`config.mk`:
```
export PLATFORM = sky130hd
export DESIGN_NAME = dynamic_priority_scheduler_top
export DESIGN_NICKNAME = d
export VERILOG_FILES = /design/src/sv/dps_pkg.sv /design/src/sv/dynamic_priority_scheduler_top.sv /design/src/sv/dps_table.sv /design/src/sv/dps_ctrl.sv
export SDC_FILE = /design/constraint.sdc
export NUM_CORES = 1
export LEC_CHECK = 0
export BUFFER_PORTS_ARGS = -buffer_cell sky130_fd_sc_hd__buf_2
export CAP_MARGIN = 15
export CORE_ASPECT_RATIO = 0.5
export CORE_MARGIN = 3
export CORE_UTILIZATION = 30
export DETAILED_ROUTE_END_ITERATION = 7
export MAX_ROUTING_LAYER = met4
export PLACE_DENSITY_LB_ADDON = 0.15
export SYNTH_ARGS = -nofsm -noshare
export SYNTH_HDL_FRONTEND = slang
export SYNTH_SLANG_ARGS = --single-unit
```
`constraint.sdc`:
```
create_clock -name clock -period 7.8 [get_ports clock]
set_clock_uncertainty 0.1 [all_clocks]
set_input_delay 1.56 -clock clock [delete_from_list [all_inputs] [get_ports clock]]
set_output_delay 1.56 -clock clock [all_outputs]
set_load 0.05 [all_outputs]
```
`src/sv/dps_pkg.sv`:
```
// Shared types and constants for the dynamic priority scheduler.
`timescale 1ns / 1ps
`default_nettype none

package dps_pkg;

   localparam int SLOTS_DEFAULT = 8;
   localparam int SLOT_W        = 3;
   localparam int SLOT_WIDE_W   = 7;
   localparam int TIME_W        = 8;
   localparam int PRIO_W        = 8;
   localparam int COUNT_W       = 32;

   localparam logic OP_LOAD = 1'b0;
   localparam logic OP_TICK = 1'b1;

   typedef struct packed {
      logic              operation;
      logic [SLOT_W-1:0] slot;
      logic [TIME_W-1:0] load_time;
      logic [PRIO_W-1:0] load_priority;
   } req_type;

   typedef struct packed {
      logic               ran;
      logic [SLOT_W-1:0]  chosen_slot;
      logic [TIME_W-1:0]  time_left;
      logic [PRIO_W-1:0]  priority_now;
      logic               finished;
      logic               idle;
      logic [COUNT_W-1:0] tick_count;
   } rsp_type;

   // table write port (address travels separately, its width follows SLOTS)
   typedef struct packed {
      logic              en;
      logic [TIME_W-1:0] remaining;
      logic [PRIO_W-1:0] prio;
      logic              ready;
   } tbl_wr_type;

   // registered table read data
   typedef struct packed {
      logic [TIME_W-1:0] remaining;
      logic [PRIO_W-1:0] prio;
      logic              ready;
   } tbl_rd_type;

   typedef enum logic [4:0] {
      ST_IDLE   = 5'b00001,
      ST_SCAN   = 5'b00010,
      ST_DRAIN  = 5'b00100,
      ST_UPDATE = 5'b01000,
      ST_FINISH = 5'b10000
   } state_type;

endpackage

`default_nettype wire

```
`src/sv/dynamic_priority_scheduler_top.sv`:
```
// Top level of the dynamic priority scheduler.
//
//   channel   ports                     transfer
//   request   start, busy, req_data     start high while busy low
//   response  rsp_valid, rsp_data       one-cycle strobe, always taken
//
// A load goes via FINISH to its response, a tick via SCAN, DRAIN, UPDATE and
// FINISH; the scan reads one slot per cycle from the table memory through
// the one priority comparator. busy is high until the response strobe.
// Synchronous reset clears the ready flags, the tick count and the sequencer;
// slot contents are left as they are. The response side has no stall.
`timescale 1ns / 1ps
`default_nettype none

module dynamic_priority_scheduler_top #(
   parameter int SLOTS = dps_pkg::SLOTS_DEFAULT
) (
   input  wire logic             clock,
   input  wire logic             reset,
   input  wire logic             start,
   output logic                  busy,
   input  wire dps_pkg::req_type req_data,
   output logic                  rsp_valid,
   output dps_pkg::rsp_type      rsp_data
);
   import dps_pkg::*;

   logic [$clog2(SLOTS)-1:0] wr_addr;
   logic [$clog2(SLOTS)-1:0] rd_addr;
   tbl_wr_type               wr;
   tbl_rd_type               rd;
   logic                     any_ready;

   dps_ctrl #(
      .SLOTS(SLOTS)
   ) u_ctrl (
      .clock    (clock),
      .reset    (reset),
      .start    (start),
      .busy     (busy),
      .req_data (req_data),
      .rsp_valid(rsp_valid),
      .rsp_data (rsp_data),
      .wr_addr  (wr_addr),
      .wr       (wr),
      .rd_addr  (rd_addr),
      .rd       (rd),
      .any_ready(any_ready)
   );

   dps_table #(
      .SLOTS(SLOTS)
   ) u_table (
      .clock    (clock),
      .reset    (reset),
      .wr_addr  (wr_addr),
      .wr       (wr),
      .rd_addr  (rd_addr),
      .rd       (rd),
      .any_ready(any_ready)
   );

endmodule

`default_nettype wire

```
`src/sv/dps_table.sv`:
```
// Task slot table: run time and priority memories plus ready flags.
`timescale 1ns / 1ps
`default_nettype none

module dps_table #(
   parameter int SLOTS = dps_pkg::SLOTS_DEFAULT
) (
   input  wire logic                     clock,
   input  wire logic                     reset,
   input  wire logic [$clog2(SLOTS)-1:0] wr_addr,
   input  wire dps_pkg::tbl_wr_type      wr,
   input  wire logic [$clog2(SLOTS)-1:0] rd_addr,
   output dps_pkg::tbl_rd_type           rd,
   output logic                          any_ready
);
   import dps_pkg::*;

   logic [TIME_W-1:0] rem_mem  [SLOTS];
   logic [PRIO_W-1:0] prio_mem [SLOTS];
   logic [SLOTS-1:0]  ready_ff;
   tbl_rd_type        rd_ff;

   always_ff @(posedge clock) begin
      if (wr.en) begin
         rem_mem[wr_addr]  <= wr.remaining;
         prio_mem[wr_addr] <= wr.prio;
      end
      rd_ff.remaining <= rem_mem[rd_addr];
      rd_ff.prio      <= prio_mem[rd_addr];
      rd_ff.ready     <= ready_ff[rd_addr];
   end

   always_ff @(posedge clock) begin
      if (reset) begin
         ready_ff <= '0;
      end else if (wr.en) begin
         ready_ff[wr_addr] <= wr.ready;
      end
   end

   assign rd        = rd_ff;
   assign any_ready = |ready_ff;

endmodule

`default_nettype wire

```
`src/sv/dps_ctrl.sv`:
```
// Sequencer: slot load, slot scan with a shared priority compare, slot update and response.
`timescale 1ns / 1ps
`default_nettype none

module dps_ctrl #(
   parameter int SLOTS = dps_pkg::SLOTS_DEFAULT
) (
   input  wire logic                     clock,
   input  wire logic                     reset,
   input  wire logic                     start,
   output logic                          busy,
   input  wire dps_pkg::req_type         req_data,
   output logic                          rsp_valid,
   output dps_pkg::rsp_type              rsp_data,
   output logic [$clog2(SLOTS)-1:0]      wr_addr,
   output dps_pkg::tbl_wr_type           wr,
   output logic [$clog2(SLOTS)-1:0]      rd_addr,
   input  wire dps_pkg::tbl_rd_type      rd,
   input  wire logic                     any_ready
);
   import dps_pkg::*;

   localparam int IW = $clog2(SLOTS);
   localparam logic [IW-1:0] LAST_IDX = IW'(SLOTS - 1);

   state_type          state_ff, state_in;
   logic [IW-1:0]      idx_ff, idx_in;
   logic               cmp_vld_ff, cmp_vld_in;
   logic [IW-1:0]      cmp_idx_ff, cmp_idx_in;
   logic               found_ff, found_in;
   logic [IW-1:0]      best_idx_ff, best_idx_in;
   logic [TIME_W-1:0]  best_rem_ff, best_rem_in;
   logic [PRIO_W-1:0]  best_prio_ff, best_prio_in;
   logic [COUNT_W-1:0] elapsed_ff, elapsed_in;
   rsp_type            res_ff, res_in;
   rsp_type            rsp_ff, rsp_in;
   logic               rsp_valid_ff, rsp_valid_in;

   logic [SLOT_WIDE_W-1:0] slot_wide;
   logic                   slot_ok;
   logic                   better;
   logic [TIME_W-1:0]      rem_dec;
   logic [PRIO_W-1:0]      prio_dec;

   assign slot_wide = SLOT_WIDE_W'(req_data.slot);
   assign slot_ok   = slot_wide < SLOT_WIDE_W'(SLOTS);
   assign better    = cmp_vld_ff && rd.ready && (!found_ff || (rd.prio > best_prio_ff));
   assign rem_dec   = (best_rem_ff != '0) ? best_rem_ff - TIME_W'(1) : best_rem_ff;
   assign prio_dec  = (best_prio_ff != '0) ? best_prio_ff - PRIO_W'(1) : best_prio_ff;

   always_comb begin
      state_in     = state_ff;
      idx_in       = idx_ff;
      cmp_vld_in   = 1'b0;
      cmp_idx_in   = idx_ff;
      found_in     = found_ff;
      best_idx_in  = best_idx_ff;
      best_rem_in  = best_rem_ff;
      best_prio_in = best_prio_ff;
      elapsed_in   = elapsed_ff;
      res_in       = res_ff;
      rsp_in       = rsp_ff;
      rsp_valid_in = 1'b0;
      wr_addr      = best_idx_ff;
      wr           = '0;
      rd_addr      = idx_ff;

      if (better) begin
         found_in     = 1'b1;
         best_idx_in  = cmp_idx_ff;
         best_rem_in  = rd.remaining;
         best_prio_in = rd.prio;
      end

      case (state_ff)
         ST_IDLE: begin
            if (start) begin
               res_in = '0;
               if (req_data.operation == OP_LOAD) begin
                  wr_addr      = slot_wide[IW-1:0];
                  wr.en        = slot_ok;
                  wr.remaining = req_data.load_time;
                  wr.prio      = req_data.load_priority;
                  wr.ready     = 1'b1;
                  state_in     = ST_FINISH;
               end else begin
                  idx_in   = '0;
                  found_in = 1'b0;
                  state_in = ST_SCAN;
               end
            end
         end
         ST_SCAN: begin
            cmp_vld_in = 1'b1;
            if (idx_ff == LAST_IDX) begin
               state_in = ST_DRAIN;
            end else begin
               idx_in = idx_ff + IW'(1);
            end
         end
         ST_DRAIN: begin
            state_in = ST_UPDATE;
         end
         ST_UPDATE: begin
            if (found_ff) begin
               wr.en              = 1'b1;
               wr.remaining       = rem_dec;
               wr.prio            = prio_dec;
               wr.ready           = rem_dec != '0;
               elapsed_in         = elapsed_ff + COUNT_W'(1);
               res_in.ran         = 1'b1;
               res_in.chosen_slot = SLOT_W'(best_idx_ff);
               res_in.time_left   = rem_dec;
               res_in.priority_now = prio_dec;
               res_in.finished    = rem_dec == '0;
            end
            state_in = ST_FINISH;
         end
         ST_FINISH: begin
            rsp_in            = res_ff;
            rsp_in.idle       = !any_ready;
            rsp_in.tick_count = elapsed_ff;
            rsp_valid_in      = 1'b1;
            state_in          = ST_IDLE;
         end
         default: begin
            state_in = ST_IDLE;
         end
      endcase
   end

   always_ff @(posedge clock) begin
      if (reset) begin
         state_ff     <= ST_IDLE;
         cmp_vld_ff   <= 1'b0;
         found_ff     <= 1'b0;
         elapsed_ff   <= '0;
         rsp_valid_ff <= 1'b0;
      end else begin
         state_ff     <= state_in;
         cmp_vld_ff   <= cmp_vld_in;
         found_ff     <= found_in;
         elapsed_ff   <= elapsed_in;
         rsp_valid_ff <= rsp_valid_in;
      end
   end

   always_ff @(posedge clock) begin
      idx_ff       <= idx_in;
      cmp_idx_ff   <= cmp_idx_in;
      best_idx_ff  <= best_idx_in;
      best_rem_ff  <= best_rem_in;
      best_prio_ff <= best_prio_in;
      res_ff       <= res_in;
      rsp_ff       <= rsp_in;
   end

   assign busy      = state_ff != ST_IDLE;
   assign rsp_valid = rsp_valid_ff;
   assign rsp_data  = rsp_ff;

endmodule

`default_nettype wire
```
==> reports/metrics.csv <==
stage;metric;value;unit
run_status;outcome;complete, no violations;
finish;fin_nets;892;
timing;worstMarginPinSlew;1.09;ns
synth;synth_area;11500;um^2
clocking;clkLatencyLatePin;0.55;ns
synth;seq_area_frac_synth;0.704;
timing;timing.hold.ws;0.305;ns
placement;place.gp.congestion;0.785;
synth;ys_types;53;
worst_hold_path;min_to;u_ctrl.best_rem_ff[1];
timing;max_clock_freq;245;MHz
setup_path;r2r-start;u_ctrl.state_ff[0];
synth;synth.avg_cell_area;15.1;um^2
setup_path;regToRegEndpoint;u_table.rem_mem[2][1];
setup_path;end_kind;primary output;
global_routing;gr-usage-met3;0.0301;
synth;syn_nets;800;
floorplan;dieHeight;145;um
setup_path;cp.required;6.14;ns
floorplan;initial_core_util;0.306;
timing;setup_slack;3.72;ns
clocking;cts_buffers;28;
setup_path;crit_path_max_incr_delay;0.83;ns
floorplan;rows;50;
finish;layout.cells.non_filler;1398;
floorplan;dieWidth;283;um
clocking;max-clock-path-buffers;3;
clocking;clkTransAtPathRegs;0.07;ns
setup_path;cp_max_fo;15;
finish;nFillCells;3600;
global_routing;grt_pass1_wl;41300;um
setup_path;reg2regPathDepth;5;
power;power;3.37;mW
global_routing;antenna_found_initial;1;
finish;final_util;0.361;
drt;routed_wl;27200;um
timing;rsz0062_at_grt;false;
timing;relSlewSlack;0.266;
drt;viasPerCell;4.74;
worst_hold_path;holdCritPathClass;reg2reg;
placement;placed_cells;1341;
global_routing;use_met1;0.187;
setup_path;cp_data_arrival_time;2.42;ns
synth;yosys_register_bits;293;
run;maxCapViolCount;0;
drt;drtPass1Iterations;5;
drt;ant_nets;0;
setup_path;rrSetupSlack;4.35;ns
drt;wire_per_inst;19.5;um
drt;num_vias;6620;
finish;num_antenna_cells;0;
synth;async_flop_share;0;
global_routing;grt-ovfl-total;0;
finish;regArea;8120;um^2
timing;fin_setup_tns;0;ns
synth;synth_top_area_frac;0.586;
power;peakVddDrop;122;uV
worst_hold_path;holdPathStages;0;
clocking;holdBufCountCts;0;
power;leakage;4.71;nW
global_routing;grt-busiest-layer;met2;
clocking;cts_root_buf;clkbuf_16;
synth;yosys-top-cells-area;edfxtp_1 59%, dfxtp_1 12%, mux4_2 6.6%;
placement;hpwl;18200;um
drt;drcViolationCount;0;
synth;synth_warnings;0;
placement;portBuffers;78;
power;p_per_area;248;nW/um^2
setup_path;crit_chain;nor4_1, and2_1, inv_1, buf_2;
synth;ys.flop_type;edfxtp_1;
setup_path;criticalPathCategory;reg2out;
floorplan;ios;79;
placement;place_worst_setup_slack;4.01;ns
timing;hold_violations;0;
clocking;cts_setup_buffers;0;
global_routing;grt_pass1_vias;6631;
finish;stdcell_area;13600;um^2
timing;fin_crit_sh;0.523;
clocking;cts_tree;yes;
clocking;clock_sinks;293;
clocking;cts_resized;0;
finish;multi_input_area;3180;um^2
drt;drtIter0Drc;609;
worst_hold_path;min_from;u_table.rd[10];
global_routing;track_usage;0.136;
setup_path;startpoint_type;flip-flop;
timing;period_needed;4.08;ns
synth;synthCells;764;
finish;drive_gt1_frac;0.224;
placement;placed_cell_area;12500;um^2
finish;area_growth;17.9;%
global_routing;grt_max_degree;56;
floorplan;dieArea;40900;um^2
clocking;htreeDepth;1;
synth;yosysTopAreaCell;edfxtp_1;
timing;slew_viol_final;0;
synth;synth_edf_count;225;
floorplan;coreArea;37700;um^2
global_routing;grt_use_met2;0.208;
setup_path;worst_path_max_delay_cell;nor4_1;
timing;setup_viol;0;
## how the worst max path moves through the flow
stage	start	to	slack, ns	depth (start not counted)
after floorplan	u_ctrl.state_ff[3]	u_ctrl.rsp_data[0]	2.28	3
after global placement	req_data[19]	u_table.ready_ff[1]	3.99	8
after detailed placement	req_data[19]	u_table.ready_ff[6]	4.01	7
after CTS	u_ctrl.state_ff[3]	busy	3.74	4
after global routing	u_ctrl.state_ff[3]	busy	3.59	4
final	u_ctrl.state_ff[3]	busy	3.72	4
## cell type report
cell class	count	area share
inverter	30	0.00828
multi-input combinational	412	0.234
tap	520	0.0479
clock buffer	38	0.0605
clock inverter	14	0.0165
timing repair buffer	91	0.0355
sequential	293	0.597
## metal layers
layer,part of all wire,vias up,wire [um]
li1,-,3119,-
met1,0.48,3305,13000
met2,0.45,160,12300
met3,0.054,36,1460
met4,0.018,0,483
met5,0,-,0
## synth_stat cells (all sizes together), types with 13 or more instances
cell type	instances
inv	30
edfxtp	225
mux4	34
o21ai	34
dfxtp	68
mux2	18
xnor2	18
clkbuf	22
nand2	51
ha	13
nor2	54
nor3	15
or4	13
nand3	14
a21oi	29
## cells by family (layout without fill, tap and decap cells)
kind of cell | after synthesis | count (layout) | share of synthesized area
adders and majority gates | 13 | 13 | 0.0141
muxes | 63 | 63 | 0.0936
and+or+nand+nor | 218 | 218 | 0.102
xor gates and xnor gates | 21 | 21 | 0.0160
DFF | 293 | 293 | 0.704
buffers and inverters | 59 | 173 | 0.0202
AOI/OAI and AO/OA | 97 | 97 | 0.0495
## power breakdown
group          switching (mW)  leakage, nW  internal, mW
registers              0.0125         2.65          1.70
logic                  0.0813         1.55        0.0416
clock network           0.592        0.505         0.937
total                   0.686         4.71          2.68
## flip-flops by register name, summed over array words and instances (netlist names)
register	count
u_ctrl.cmp_vld_ff	1
u_ctrl.found_ff	1
u_ctrl.rsp_data	54
u_ctrl.res_ff	21
u_ctrl.elapsed_ff	32
u_ctrl.best_idx_ff	3
u_ctrl.rd_addr	3
u_ctrl.state_ff	5
u_table.prio_mem	64
u_table.ready_ff	8
u_ctrl.rsp_valid	1
u_ctrl.best_prio_ff	8
u_table.rem_mem	64
u_ctrl.cmp_idx_ff	3
u_table.rd	17
u_ctrl.best_rem_ff	8
## critical path: cells and delay by family, from the launching register on
family                 cells  cell delay (ns)
and+or+nand+nor            2             1.12
DFF                        1             0.46
buffers and inverters      2             0.29
## layout by cell type (no fill, tap or decap), types with 8 or more instances in the layout
master       n
nor3_1      15
nor2_1      54
o22ai_1     12
mux2i_1     11
edfxtp_1   225
mux4_2      34
buf_2       80
dfxtp_1     68
nand3_1     14
nand2_1     51
nand4_1      8
o21ai_0     33
a21oi_1     28
nor4_1       9
buf_4        8
xnor2_1     18
clkbuf_16   31
ha_1        13
or3_1       10
mux2_2      18
or4_1       12
o31ai_1      8
and4_1       8
inv_1       29
Power figures use the tool's default switching activity.
